### config.mk
export PLATFORM = sky130hd
export DESIGN_NAME = multi_axis_stepper_phase_sequencer_flat
export DESIGN_NICKNAME = d
export VERILOG_FILES = /design/src/hdl/msps_pkg.sv /design/src/hdl/msps_req_if.sv /design/src/hdl/msps_rsp_if.sv /design/src/hdl/msps_csr_if.sv /design/src/hdl/msps_lane.sv /design/src/hdl/msps_merge.sv /design/src/hdl/multi_axis_stepper_phase_sequencer.sv /design/src/flat_wrapper.sv
export SDC_FILE = /design/constraint.sdc
export NUM_CORES = 1
export LEC_CHECK = 0
export ABC_CLOCK_PERIOD_IN_PS = 4200
export BUFFER_PORTS_ARGS = -buffer_cell sky130_fd_sc_hd__buf_4
export CAP_MARGIN = 20
export CORE_MARGIN = 2
export CORE_UTILIZATION = 55
export CTS_BUF_LIST = sky130_fd_sc_hd__clkbuf_8
export DETAILED_ROUTE_END_ITERATION = 8
export PLACE_DENSITY = 0.9
export SYNTH_ARGS = -nofsm -noshare
export SYNTH_HDL_FRONTEND = slang
export SYNTH_SLANG_ARGS = --single-unit
export TNS_END_PERCENT = 10
### constraint.sdc
create_clock -name clock -period 4.2 [get_ports clock]
set_clock_uncertainty 0.1 [all_clocks]
set_input_delay 0 -clock clock [delete_from_list [all_inputs] [get_ports clock]]
set_output_delay 0 -clock clock [all_outputs]
set_load 0.01 [all_outputs]
### src/hdl/msps_pkg.sv
`default_nettype none
// ----------------------------------------------------------------------------
// msps_pkg
// Shared types, constants and coil pattern lookup of the stepper phase
// sequencer.
// ----------------------------------------------------------------------------
package msps_pkg;

   localparam int unsigned MaxAxes    = 4;
   localparam int unsigned CsrIdxW    = 3;
   localparam int unsigned CsrDataW   = 4;
   localparam int unsigned StepW      = 8;
   localparam int unsigned PhaseW     = 3;
   localparam int unsigned CoilW      = 4;
   localparam int unsigned EnableW    = 2;

   typedef enum logic {
      OP_STEP   = 1'b0,
      OP_ENABLE = 1'b1
   } op_type;

   typedef enum logic [CsrIdxW-1:0] {
      CSR_AXIS_ACTIVE = 3'd0,
      CSR_FOUR_PIN    = 3'd1,
      CSR_HALF_STEP   = 3'd2,
      CSR_USE_EN1     = 3'd3,
      CSR_USE_EN2     = 3'd4
   } csr_index_type;

   // per-axis view of the configuration masks
   typedef struct packed {
      logic active;
      logic four_pin;
      logic half_step;
      logic use_en1;
      logic use_en2;
   } axis_cfg_type;

   // command fields shared by all lanes
   typedef struct packed {
      op_type op;
      logic   level_on;
      logic   force_req;
   } lane_cmd_type;

   // what one lane reports after a transaction
   typedef struct packed {
      logic [CoilW-1:0]   coil;
      logic [EnableW-1:0] enable;
      logic               powered;
   } lane_out_type;

   localparam logic [CoilW-1:0] HALF4_TABLE [8] = '{
      4'd10, 4'd8, 4'd9, 4'd1, 4'd5, 4'd4, 4'd6, 4'd2
   };
   localparam logic [CoilW-1:0] FULL4_TABLE [4] = '{4'd10, 4'd9, 4'd5, 4'd6};
   localparam logic [CoilW-1:0] FULL2_TABLE [4] = '{4'd3, 4'd2, 4'd0, 4'd1};

   function automatic logic [CoilW-1:0] coil_pattern(
      input logic [PhaseW-1:0] phase,
      input logic              four_pin,
      input logic              half_step
   );
      logic [CoilW-1:0] pattern;
      if (four_pin) begin
         if (half_step) begin
            pattern = HALF4_TABLE[phase];
         end else begin
            pattern = FULL4_TABLE[phase[1:0]];
         end
      end else begin
         pattern = FULL2_TABLE[phase[1:0]];
      end
      return pattern;
   endfunction

endpackage
`default_nettype wire

### src/hdl/msps_req_if.sv
`default_nettype none
// ----------------------------------------------------------------------------
// msps_req_if
// Command channel: valid/ready handshake with step and enable fields.
// ----------------------------------------------------------------------------
interface msps_req_if;
   logic       valid;
   logic       ready;
   logic       op;
   logic [7:0] steps_axis0;
   logic [7:0] steps_axis1;
   logic [7:0] steps_axis2;
   logic [7:0] steps_axis3;
   logic [3:0] direction_up;
   logic [1:0] target_axis;
   logic       level_on;
   logic       force_req;

   modport source (
      output valid, op, steps_axis0, steps_axis1, steps_axis2, steps_axis3,
             direction_up, target_axis, level_on, force_req,
      input  ready
   );
   modport sink (
      input  valid, op, steps_axis0, steps_axis1, steps_axis2, steps_axis3,
             direction_up, target_axis, level_on, force_req,
      output ready
   );
endinterface
`default_nettype wire

### src/hdl/msps_rsp_if.sv
`default_nettype none
// ----------------------------------------------------------------------------
// msps_rsp_if
// Result channel: valid/ready handshake with pin levels and status.
// ----------------------------------------------------------------------------
interface msps_rsp_if;
   logic        valid;
   logic        ready;
   logic [15:0] coil_pins;
   logic [7:0]  enable_pins;
   logic [3:0]  enabled_status;

   modport source (
      output valid, coil_pins, enable_pins, enabled_status,
      input  ready
   );
   modport sink (
      input  valid, coil_pins, enable_pins, enabled_status,
      output ready
   );
endinterface
`default_nettype wire

### src/hdl/msps_csr_if.sv
`default_nettype none
// ----------------------------------------------------------------------------
// msps_csr_if
// Configuration write channel: valid/ready handshake, register index, data.
// ----------------------------------------------------------------------------
interface msps_csr_if;
   logic       valid;
   logic       ready;
   logic [2:0] index;
   logic [3:0] data;

   modport source (
      output valid, index, data,
      input  ready
   );
   modport sink (
      input  valid, index, data,
      output ready
   );
endinterface
`default_nettype wire

### src/hdl/msps_lane.sv
`default_nettype none
// ----------------------------------------------------------------------------
// msps_lane
// One axis: phase index, coil and enable levels, and the per-transaction
// update for step and set enable commands.
// ----------------------------------------------------------------------------
module msps_lane
   import msps_pkg::*;
(
   input  wire logic               clock,
   input  wire logic               reset,
   input  wire logic               load,
   input  wire axis_cfg_type       cfg,
   input  wire lane_cmd_type       cmd,
   input  wire logic [StepW-1:0]   steps,
   input  wire logic               dir_up,
   input  wire logic               target_hit,
   output lane_out_type            result
);

   logic [PhaseW-1:0]  phase_ff,  phase_in;
   logic [CoilW-1:0]   coil_ff,   coil_in;
   logic [EnableW-1:0] enable_ff, enable_in;

   always_comb begin
      phase_in  = phase_ff;
      coil_in   = coil_ff;
      enable_in = enable_ff;
      if (cmd.op == OP_STEP) begin
         if (steps != '0) begin
            // index wraps modulo 8, so only the low count bits matter
            phase_in = dir_up ? phase_ff + steps[PhaseW-1:0]
                              : phase_ff - steps[PhaseW-1:0];
            if (cfg.active) begin
               coil_in = coil_pattern(phase_in, cfg.four_pin, cfg.half_step);
            end
         end
      end else if (target_hit && cfg.active) begin
         if (cfg.use_en1) begin
            enable_in = {enable_ff[1], cmd.level_on};
            if (cfg.use_en2) begin
               enable_in = {cmd.level_on, cmd.level_on};
            end
         end else if (cfg.four_pin) begin
            if (!cmd.level_on) begin
               coil_in = '0;
            end else if (cmd.force_req) begin
               coil_in = coil_pattern(phase_ff, cfg.four_pin, cfg.half_step);
            end
         end
      end
   end

   always_comb begin
      result.coil   = coil_in;
      result.enable = enable_in;
      if (!cfg.active) begin
         result.powered = 1'b0;
      end else if (cfg.use_en1) begin
         result.powered = enable_in[0] && (!cfg.use_en2 || enable_in[1]);
      end else begin
         result.powered = !cfg.four_pin || (coil_in != '0);
      end
   end

   always_ff @(posedge clock) begin
      if (reset) begin
         phase_ff  <= '0;
         coil_ff   <= '0;
         enable_ff <= '0;
      end else if (load) begin
         phase_ff  <= phase_in;
         coil_ff   <= coil_in;
         enable_ff <= enable_in;
      end
   end

endmodule
`default_nettype wire

### src/hdl/msps_merge.sv
`default_nettype none
// ----------------------------------------------------------------------------
// msps_merge
// Pack the lane results into the pin words and hold them in the output
// register until the result transaction completes.
// ----------------------------------------------------------------------------
module msps_merge
   import msps_pkg::*;
(
   input  wire logic          clock,
   input  wire logic          reset,
   input  wire logic          load,
   input  wire lane_out_type  lanes [MaxAxes],
   input  wire logic          out_ready,
   output logic               take_ok,
   output logic               out_valid,
   output logic [15:0]        coil_pins,
   output logic [7:0]         enable_pins,
   output logic [3:0]         enabled_status
);

   logic        valid_ff,  valid_in;
   logic [15:0] coil_ff,   coil_in;
   logic [7:0]  enable_ff, enable_in;
   logic [3:0]  status_ff, status_in;

   always_comb begin
      for (int a = 0; a < MaxAxes; a++) begin
         coil_in[a*CoilW +: CoilW]     = lanes[a].coil;
         enable_in[a*EnableW +: EnableW] = lanes[a].enable;
         status_in[a]                  = lanes[a].powered;
      end
   end

   // the output register frees up in the same cycle its content is taken
   assign take_ok  = !valid_ff || out_ready;
   assign valid_in = load || (valid_ff && !out_ready);

   always_ff @(posedge clock) begin
      if (reset) begin
         valid_ff <= 1'b0;
      end else begin
         valid_ff <= valid_in;
      end
   end

   always_ff @(posedge clock) begin
      if (load) begin
         coil_ff   <= coil_in;
         enable_ff <= enable_in;
         status_ff <= status_in;
      end
   end

   assign out_valid      = valid_ff;
   assign coil_pins      = coil_ff;
   assign enable_pins    = enable_ff;
   assign enabled_status = status_ff;

endmodule
`default_nettype wire

### src/hdl/multi_axis_stepper_phase_sequencer.sv
`default_nettype none
// Result: registered, valid in the cycle after its command transaction.
// Throughput: one command per cycle while the result channel is not stalled;
// the output register is refilled in the cycle its result is taken.
// Reset: synchronous; phase, coil and enable levels clear to zero, masks load
// their defaults (all axes active, four-pin, full step, no enable pins).
// ----------------------------------------------------------------------------
// multi_axis_stepper_phase_sequencer
// Phase sequencer for up to four stepper axes: one lane per axis, merged
// into a registered result.
// ----------------------------------------------------------------------------
module multi_axis_stepper_phase_sequencer
   import msps_pkg::*;
#(
   parameter int unsigned AXIS_COUNT = 4
) (
   input  wire logic  clock,
   input  wire logic  reset,
   msps_req_if.sink   req_ch,
   msps_rsp_if.source rsp_ch,
   msps_csr_if.sink   csr_ch
);

   logic [MaxAxes-1:0] active_ff, four_pin_ff, half_step_ff, use_en1_ff, use_en2_ff;
   logic               load;
   logic               take_ok;
   lane_cmd_type       cmd;
   logic [StepW-1:0]   steps [MaxAxes];
   lane_out_type       lanes [MaxAxes];

   assign csr_ch.ready = 1'b1;

   always_ff @(posedge clock) begin
      if (reset) begin
         active_ff    <= '1;
         four_pin_ff  <= '1;
         half_step_ff <= '0;
         use_en1_ff   <= '0;
         use_en2_ff   <= '0;
      end else if (csr_ch.valid) begin
         case (csr_ch.index)
            CSR_AXIS_ACTIVE: active_ff    <= csr_ch.data;
            CSR_FOUR_PIN:    four_pin_ff  <= csr_ch.data;
            CSR_HALF_STEP:   half_step_ff <= csr_ch.data;
            CSR_USE_EN1:     use_en1_ff   <= csr_ch.data;
            CSR_USE_EN2:     use_en2_ff   <= csr_ch.data;
            default: ;
         endcase
      end
   end

   assign req_ch.ready = take_ok;
   assign load         = req_ch.valid && take_ok;

   assign cmd.op        = op_type'(req_ch.op);
   assign cmd.level_on  = req_ch.level_on;
   assign cmd.force_req = req_ch.force_req;

   assign steps[0] = req_ch.steps_axis0;
   assign steps[1] = req_ch.steps_axis1;
   assign steps[2] = req_ch.steps_axis2;
   assign steps[3] = req_ch.steps_axis3;

   for (genvar a = 0; a < MaxAxes; a++) begin : g_axis
      if (a < AXIS_COUNT) begin : g_lane
         axis_cfg_type cfg;
         assign cfg.active    = active_ff[a];
         assign cfg.four_pin  = four_pin_ff[a];
         assign cfg.half_step = half_step_ff[a];
         assign cfg.use_en1   = use_en1_ff[a];
         assign cfg.use_en2   = use_en2_ff[a];

         msps_lane u_lane (
            .clock      (clock),
            .reset      (reset),
            .load       (load),
            .cfg        (cfg),
            .cmd        (cmd),
            .steps      (steps[a]),
            .dir_up     (req_ch.direction_up[a]),
            .target_hit (req_ch.target_axis == 2'(a)),
            .result     (lanes[a])
         );
      end else begin : g_absent
         // axes beyond the configured count read zero
         assign lanes[a] = '0;
      end
   end

   msps_merge u_merge (
      .clock          (clock),
      .reset          (reset),
      .load           (load),
      .lanes          (lanes),
      .out_ready      (rsp_ch.ready),
      .take_ok        (take_ok),
      .out_valid      (rsp_ch.valid),
      .coil_pins      (rsp_ch.coil_pins),
      .enable_pins    (rsp_ch.enable_pins),
      .enabled_status (rsp_ch.enabled_status)
   );

   a_result_follows: assert property (@(posedge clock) disable iff (reset)
      load |=> rsp_ch.valid)
      else $error("accepted command produced no result");

   a_no_overwrite: assert property (@(posedge clock) disable iff (reset)
      (rsp_ch.valid && !rsp_ch.ready) |-> !req_ch.ready)
      else $error("command taken while result stalled");

   a_reset_clears: assert property (@(posedge clock)
      reset |=> !rsp_ch.valid)
      else $error("result valid after reset");

   a_absent_axes_zero: assert property (@(posedge clock) disable iff (reset)
      rsp_ch.valid |-> ((rsp_ch.enabled_status >> AXIS_COUNT) == '0))
      else $error("status of absent axis set");

endmodule
`default_nettype wire
### src/flat_wrapper.sv
// flat-port wrapper written by rule: the top's interface ports become plain ports
module multi_axis_stepper_phase_sequencer_flat import msps_pkg::*;
#(
   parameter int unsigned AXIS_COUNT = 4
)
  (clock, reset, req_ch_valid, req_ch_op, req_ch_steps_axis0, req_ch_steps_axis1, req_ch_steps_axis2, req_ch_steps_axis3, req_ch_direction_up, req_ch_target_axis, req_ch_level_on, req_ch_force_req, req_ch_ready, rsp_ch_valid, rsp_ch_coil_pins, rsp_ch_enable_pins, rsp_ch_enabled_status, rsp_ch_ready, csr_ch_valid, csr_ch_index, csr_ch_data, csr_ch_ready);
  msps_req_if req_ch_i ();
  msps_rsp_if rsp_ch_i ();
  msps_csr_if csr_ch_i ();
  input  wire logic clock;
  input  wire logic reset;
  input wire logic [$bits(req_ch_i.valid)-1:0] req_ch_valid;
  input wire logic [$bits(req_ch_i.op)-1:0] req_ch_op;
  input wire logic [$bits(req_ch_i.steps_axis0)-1:0] req_ch_steps_axis0;
  input wire logic [$bits(req_ch_i.steps_axis1)-1:0] req_ch_steps_axis1;
  input wire logic [$bits(req_ch_i.steps_axis2)-1:0] req_ch_steps_axis2;
  input wire logic [$bits(req_ch_i.steps_axis3)-1:0] req_ch_steps_axis3;
  input wire logic [$bits(req_ch_i.direction_up)-1:0] req_ch_direction_up;
  input wire logic [$bits(req_ch_i.target_axis)-1:0] req_ch_target_axis;
  input wire logic [$bits(req_ch_i.level_on)-1:0] req_ch_level_on;
  input wire logic [$bits(req_ch_i.force_req)-1:0] req_ch_force_req;
  output wire logic [$bits(req_ch_i.ready)-1:0] req_ch_ready;
  output wire logic [$bits(rsp_ch_i.valid)-1:0] rsp_ch_valid;
  output wire logic [$bits(rsp_ch_i.coil_pins)-1:0] rsp_ch_coil_pins;
  output wire logic [$bits(rsp_ch_i.enable_pins)-1:0] rsp_ch_enable_pins;
  output wire logic [$bits(rsp_ch_i.enabled_status)-1:0] rsp_ch_enabled_status;
  input wire logic [$bits(rsp_ch_i.ready)-1:0] rsp_ch_ready;
  input wire logic [$bits(csr_ch_i.valid)-1:0] csr_ch_valid;
  input wire logic [$bits(csr_ch_i.index)-1:0] csr_ch_index;
  input wire logic [$bits(csr_ch_i.data)-1:0] csr_ch_data;
  output wire logic [$bits(csr_ch_i.ready)-1:0] csr_ch_ready;
  assign req_ch_i.valid = req_ch_valid;
  assign req_ch_i.op = req_ch_op;
  assign req_ch_i.steps_axis0 = req_ch_steps_axis0;
  assign req_ch_i.steps_axis1 = req_ch_steps_axis1;
  assign req_ch_i.steps_axis2 = req_ch_steps_axis2;
  assign req_ch_i.steps_axis3 = req_ch_steps_axis3;
  assign req_ch_i.direction_up = req_ch_direction_up;
  assign req_ch_i.target_axis = req_ch_target_axis;
  assign req_ch_i.level_on = req_ch_level_on;
  assign req_ch_i.force_req = req_ch_force_req;
  assign req_ch_ready = req_ch_i.ready;
  assign rsp_ch_valid = rsp_ch_i.valid;
  assign rsp_ch_coil_pins = rsp_ch_i.coil_pins;
  assign rsp_ch_enable_pins = rsp_ch_i.enable_pins;
  assign rsp_ch_enabled_status = rsp_ch_i.enabled_status;
  assign rsp_ch_i.ready = rsp_ch_ready;
  assign csr_ch_i.valid = csr_ch_valid;
  assign csr_ch_i.index = csr_ch_index;
  assign csr_ch_i.data = csr_ch_data;
  assign csr_ch_ready = csr_ch_i.ready;
  multi_axis_stepper_phase_sequencer #(.AXIS_COUNT(AXIS_COUNT)) u_core (.clock(clock), .reset(reset), .req_ch(req_ch_i), .rsp_ch(rsp_ch_i), .csr_ch(csr_ch_i));
endmodule
==> results_tabular.tex <==
\begin{tabular}{lr}
\hline
Metric & Value \\
\hline
\multicolumn{2}{l}{\textbf{Run status}} \\
\quad Status & complete, no violations \\
\multicolumn{2}{l}{\textbf{Worst setup path}} \\
\quad Standard cell with the maximum stage delay on the critical path & sky130\_fd\_sc\_hd\_\_fa\_1 \\
\quad Critical path cell sequence & inv\_1, fa\_1, ha\_1, or3b\_2, a21oi\_1, mux2i\_1, o211ai\_2, or4b\_1, o311a\_1 \\
\quad Setup slack, reg-to-reg & 890 ps \\
\quad Critical path startpoint category & flop \\
\quad Crit path capture type & flop \\
\quad Reg2Reg Capture Point & u\_core.u\_merge.enabled\_status[2] \\
\quad CP max stage delay & 660 ps \\
\quad CP Max Fanout & 5 \\
\quad Kind of cell adding the most delay to the critical path & adder cells \\
\quad CP arrival & between 3000 and 4000 ps \\
\quad R2r worst-path depth & 9 \\
\quad Total buffers and inverters traversed by the critical path & 1 \\
\quad Beginning of the worst register-to-register path & u\_core.g\_axis[2].g\_lane.u\_lane.phase\_ff[1] \\
\quad Crit Path Category & flop to flop \\
\quad Required time at the endpoint of the critical path & approximately 4200 ps \\
\multicolumn{2}{l}{\textbf{Synthesis}} \\
\quad Top flip-flop cell by instance count after synthesis & sky130\_fd\_sc\_hd\_\_dfxtp\_1 \\
\quad Instance count of the mapped netlist & 612 \\
\quad Cells taking the most area after synthesis & sky130\_fd\_sc\_hd\_\_dfxtp\_1 21\%, sky130\_fd\_sc\_hd\_\_edfxtp\_1 16\%, sky130\_fd\_sc\_hd\_\_mux2i\_1 7.6\% \\
\quad Post-synthesis cell type with the largest combined area & sky130\_fd\_sc\_hd\_\_dfxtp\_1 \\
\quad Nets in the synthesized netlist & around 690 \\
\quad Most numerous cell types in the synthesized netlist & 76 x sky130\_fd\_sc\_hd\_\_nor2\_1, 60 x sky130\_fd\_sc\_hd\_\_inv\_1, 57 x sky130\_fd\_sc\_hd\_\_dfxtp\_1, 42 x sky130\_fd\_sc\_hd\_\_nand2\_1, 41 x sky130\_fd\_sc\_hd\_\_mux2i\_1 \\
\quad Number of flip-flops and latches in the synthesized netlist & 85 \\
\quad Cell with the most instances after synthesis & sky130\_fd\_sc\_hd\_\_nor2\_1 \\
\quad Cell area after technology mapping & between 5000 and 6000 um\^{}2 \\
\quad Post-synthesis average cell area & $\sim$9 um\^{}2 \\
\quad Proportion of netlist area held by the largest area contributor & a little over a fifth \\
\quad Warning count from the yosys run & 0 \\
\quad Number of distinct library cells after synthesis & 75 \\
\quad Async SR Flop Fraction & 0\% \\
\quad EDFF count, synth & 28 \\
\quad Sequential-to-total area share from yosys stat & a little over a third \\
\multicolumn{2}{l}{\textbf{Clocking}} \\
\quad Buffer depth of the longest clock path & 2 \\
\quad Clock tree from TritonCTS & yes \\
\quad Clock slew seen by the registers of the worst setup and hold paths & around 90 ps \\
\quad Number of gates given a new drive strength after cts & 0 \\
\quad Number of H-tree levels & 3 \\
\quad CTS root buf & sky130\_fd\_sc\_hd\_\_clkbuf\_8 \\
\quad Clock sinks & 85 \\
\quad Clk Latency, worst-skew pair & approximately 350 ps \\
\quad Number of buffers inserted during clock tree synthesis & 9 \\
\multicolumn{2}{l}{\textbf{Floorplan}} \\
\quad Width of the chip & between 100 and 150 um \\
\quad Placement row count & 36 \\
\quad Y dimension of the die & $\sim$100 um \\
\quad Io pins & 84 \\
\quad Starting density of the core & between 50 and 60\% \\
\quad Area of the core & 9680 um\^{}2 \\
\quad Die Area & about 11000 um\^{}2 \\
\multicolumn{2}{l}{\textbf{Detailed routing}} \\
\quad Average vias per placed instance & about 6 \\
\quad Post-detailed-route wirelength per cell & 15.8 um \\
\quad Initial DRT Pass Iterations & 7 \\
\quad Post-route antenna net violation count & 0 \\
\quad Detailed Route WL & between 10 and 15 mm \\
\quad Iter 0 DRT Violations & about 300 \\
\quad Number of vias after detailed routing & a little under 5k \\
\quad DRC viols & 0 \\
\multicolumn{2}{l}{\textbf{Timing}} \\
\quad Final setup slack of the worst path & just under 900 ps \\
\quad Portion of the clock cycle consumed by the worst path in the final layout & $\sim$79\% \\
\quad Post-Route Hold Slack & 5.90 ps \\
\quad Total count of max-transition violations in the final report & 0 \\
\quad Total setup violations reported at the end of the flow & 0 \\
\quad RSZ-0062 raised after global routing & false \\
\quad Time the final worst path needs with I/O delays and setup & roughly 3300 ps \\
\quad Transition at the pin with the smallest max-transition slack & $\sim$950 ps \\
\quad Final-report hold violation count & 0 \\
\quad Timing-limited maximum frequency & slightly above 300 MHz \\
\quad Post-route setup TNS & 0 ps \\
\quad Worst slew margin & between 30\% and 40\% \\
\multicolumn{2}{l}{\textbf{Worst hold path}} \\
\quad Hold EP & u\_core.g\_axis[0].g\_lane.u\_lane.phase\_ff[0] \\
\quad Source of the worst hold timing path & req\_ch\_steps\_axis0[0] \\
\quad Cell depth of the worst min-delay path & 4 \\
\quad Worst Hold Class & input pin to flop \\
\multicolumn{2}{l}{\textbf{Layout}} \\
\quad Share of post-route cells with drive strength above 1 & about 16\% \\
\quad Nets & between 700 and 800 \\
\quad Antenna diodes & 0 \\
\quad Area Growth Syn to Fin & 17.7\% \\
\quad Final std cell area, no fill & 6370 um\^{}2 \\
\multicolumn{2}{l}{\textbf{Pwr}} \\
\quad Worst IR drop on VDD & around 0.00019 V \\
\quad Leak pwr & between 2 and 3 nW \\
\quad Power per cell area & roughly 340 nW/um\^{}2 \\
\quad Total Power & roughly 2.2 mW \\
\multicolumn{2}{l}{\textbf{Placed design}} \\
\quad Final HPWL DP & just over 9 mm \\
\quad IO Port Bufs & slightly above 80 \\
\quad Routability congestion estimate from global placement & roughly 0.9 \\
\quad Worst-case setup slack after placement & about 910 ps \\
\quad Cell area after placement & 6090 um\^{}2 \\
\multicolumn{2}{l}{\textbf{Global route}} \\
\quad Antenna violations before repair & 0 \\
\quad First-pass GRT wire length & between 20 and 25 mm \\
\quad Pin count of the biggest net entering global routing & 58 \\
\quad Total gr overflow & 0 \\
\quad Via count of the first global-routing pass & $\sim$4.6k \\
\quad Tot GR Track Use & around a quarter \\
\multicolumn{2}{l}{\textbf{Job}} \\
\quad Total of max-cap violations & 0 \\
\hline
\end{tabular}
==> worst max-delay path by stage <==
stage                                                    start                                to  depth (start not counted)
floorplan           u_core.g_axis[2].g_lane.u_lane.phase_ff[0]  u_core.u_merge.enabled_status[2]                         10
global placement                         req_ch_steps_axis2[0]  u_core.u_merge.enabled_status[2]                         12
detailed placement                       req_ch_steps_axis2[0]  u_core.u_merge.enabled_status[2]                         12
CTS                 u_core.g_axis[2].g_lane.u_lane.phase_ff[0]  u_core.u_merge.enabled_status[2]                         10
global route        u_core.g_axis[2].g_lane.u_lane.phase_ff[0]  u_core.u_merge.enabled_status[2]                         10
finish              u_core.g_axis[2].g_lane.u_lane.phase_ff[1]  u_core.u_merge.enabled_status[2]                          9
==> power by group <==
group	internal (mW)	switching (mW)	leakage (nW)
Sequential	0.923	0.0446	0.740
Clock	0.329	0.288	0.109
Combinational	0.285	0.327	1.90
==> per-layer routing <==
metal	track usage, %	share of wire [%]
met2	43.3	48
met5	0	0
met1	32.7	43
met4	7.29	0.94
met3	4.37	7.5
==> area by class of cell <==
cell class / instances / area, um^2
fill: 790 / 3310
multi-input combinational: 439 / 3100
sequential: 85 / 1980
timing repair buffer: 90 / 693
inverter: 60 / 225
tap: 133 / 166
clock buffer: 9 / 124
clock inverter: 7 / 86.3
==> kinds of logic (layout without fill, tap and decap cells) <==
group,after synthesis,after routing,share of synthesized area [%]
multiplexers,47,47,8.83
AO/OA/AOI/OAI,154,154,20.2
XOR/XNOR,10,10,2.66
flip-flops,85,85,36.6
buffers and inverters,88,166,6.19
other,1,1,0.0692
AND/OR/NAND/NOR,198,198,18.0
adder cells (fa/ha/maj),29,29,7.39
==> registers in the layout, summed over array words and instances (netlist names), 8 cells and up <==
name / count
u_core.g_axis.g_lane.u_lane.phase_ff: 12
u_core.u_merge.coil_pins: 16
u_core.g_axis.g_lane.u_lane.enable_ff: 8
u_core.g_axis.g_lane.u_lane.coil_ff: 16
u_core.u_merge.enable_pins: 8
==> per-stage QoR <==
stage               instances  utilization (%)
global route              823             65.8
finish                    823             65.8
detailed placement        800             62.9
global placement          800             62.9
CTS                       823             65.8
floorplan                 612                -
==> tightest hold or removal path: stages <==
cell	delay, ps
sky130_fd_sc_hd__buf_4	90
sky130_fd_sc_hd__ha_1	180
sky130_fd_sc_hd__mux2i_1	80
sky130_fd_sc_hd__nor2_1	70
==> placed cells by master, fill, tap and decap left out, types with 5 or more instances in the layout <==
| cell | instances |
|---|---|
| sky130_fd_sc_hd__buf_4 | 83 |
| sky130_fd_sc_hd__nor2_1 | 76 |
| sky130_fd_sc_hd__inv_1 | 62 |
| sky130_fd_sc_hd__dfxtp_1 | 57 |
| sky130_fd_sc_hd__nand2_1 | 42 |
| sky130_fd_sc_hd__mux2i_1 | 41 |
| sky130_fd_sc_hd__a21oi_1 | 32 |
| sky130_fd_sc_hd__edfxtp_1 | 28 |
| sky130_fd_sc_hd__ha_1 | 24 |
| sky130_fd_sc_hd__a211oi_1 | 17 |
| sky130_fd_sc_hd__o21ai_0 | 15 |
| sky130_fd_sc_hd__nand2b_1 | 13 |
| sky130_fd_sc_hd__o22ai_1 | 11 |
| sky130_fd_sc_hd__nand3_1 | 10 |
| sky130_fd_sc_hd__a31oi_1 | 9 |
| sky130_fd_sc_hd__clkbuf_8 | 9 |
| sky130_fd_sc_hd__nor2b_1 | 8 |
| sky130_fd_sc_hd__nor3_1 | 7 |
| sky130_fd_sc_hd__and3_1 | 7 |
| sky130_fd_sc_hd__a22oi_1 | 7 |
| sky130_fd_sc_hd__dlygate4sd3_1 | 7 |
| sky130_fd_sc_hd__a211o_1 | 6 |
| sky130_fd_sc_hd__a221o_1 | 5 |
| sky130_fd_sc_hd__o211ai_1 | 5 |
| sky130_fd_sc_hd__a22o_1 | 5 |
| sky130_fd_sc_hd__fa_1 | 5 |
==> repair_timing <==
action	4_1_cts	5_1_grt
setup buffers	0	0
endpoints found under the hold margin	26	0
hold buffers	7	0
Power figures use the tool's default switching activity.
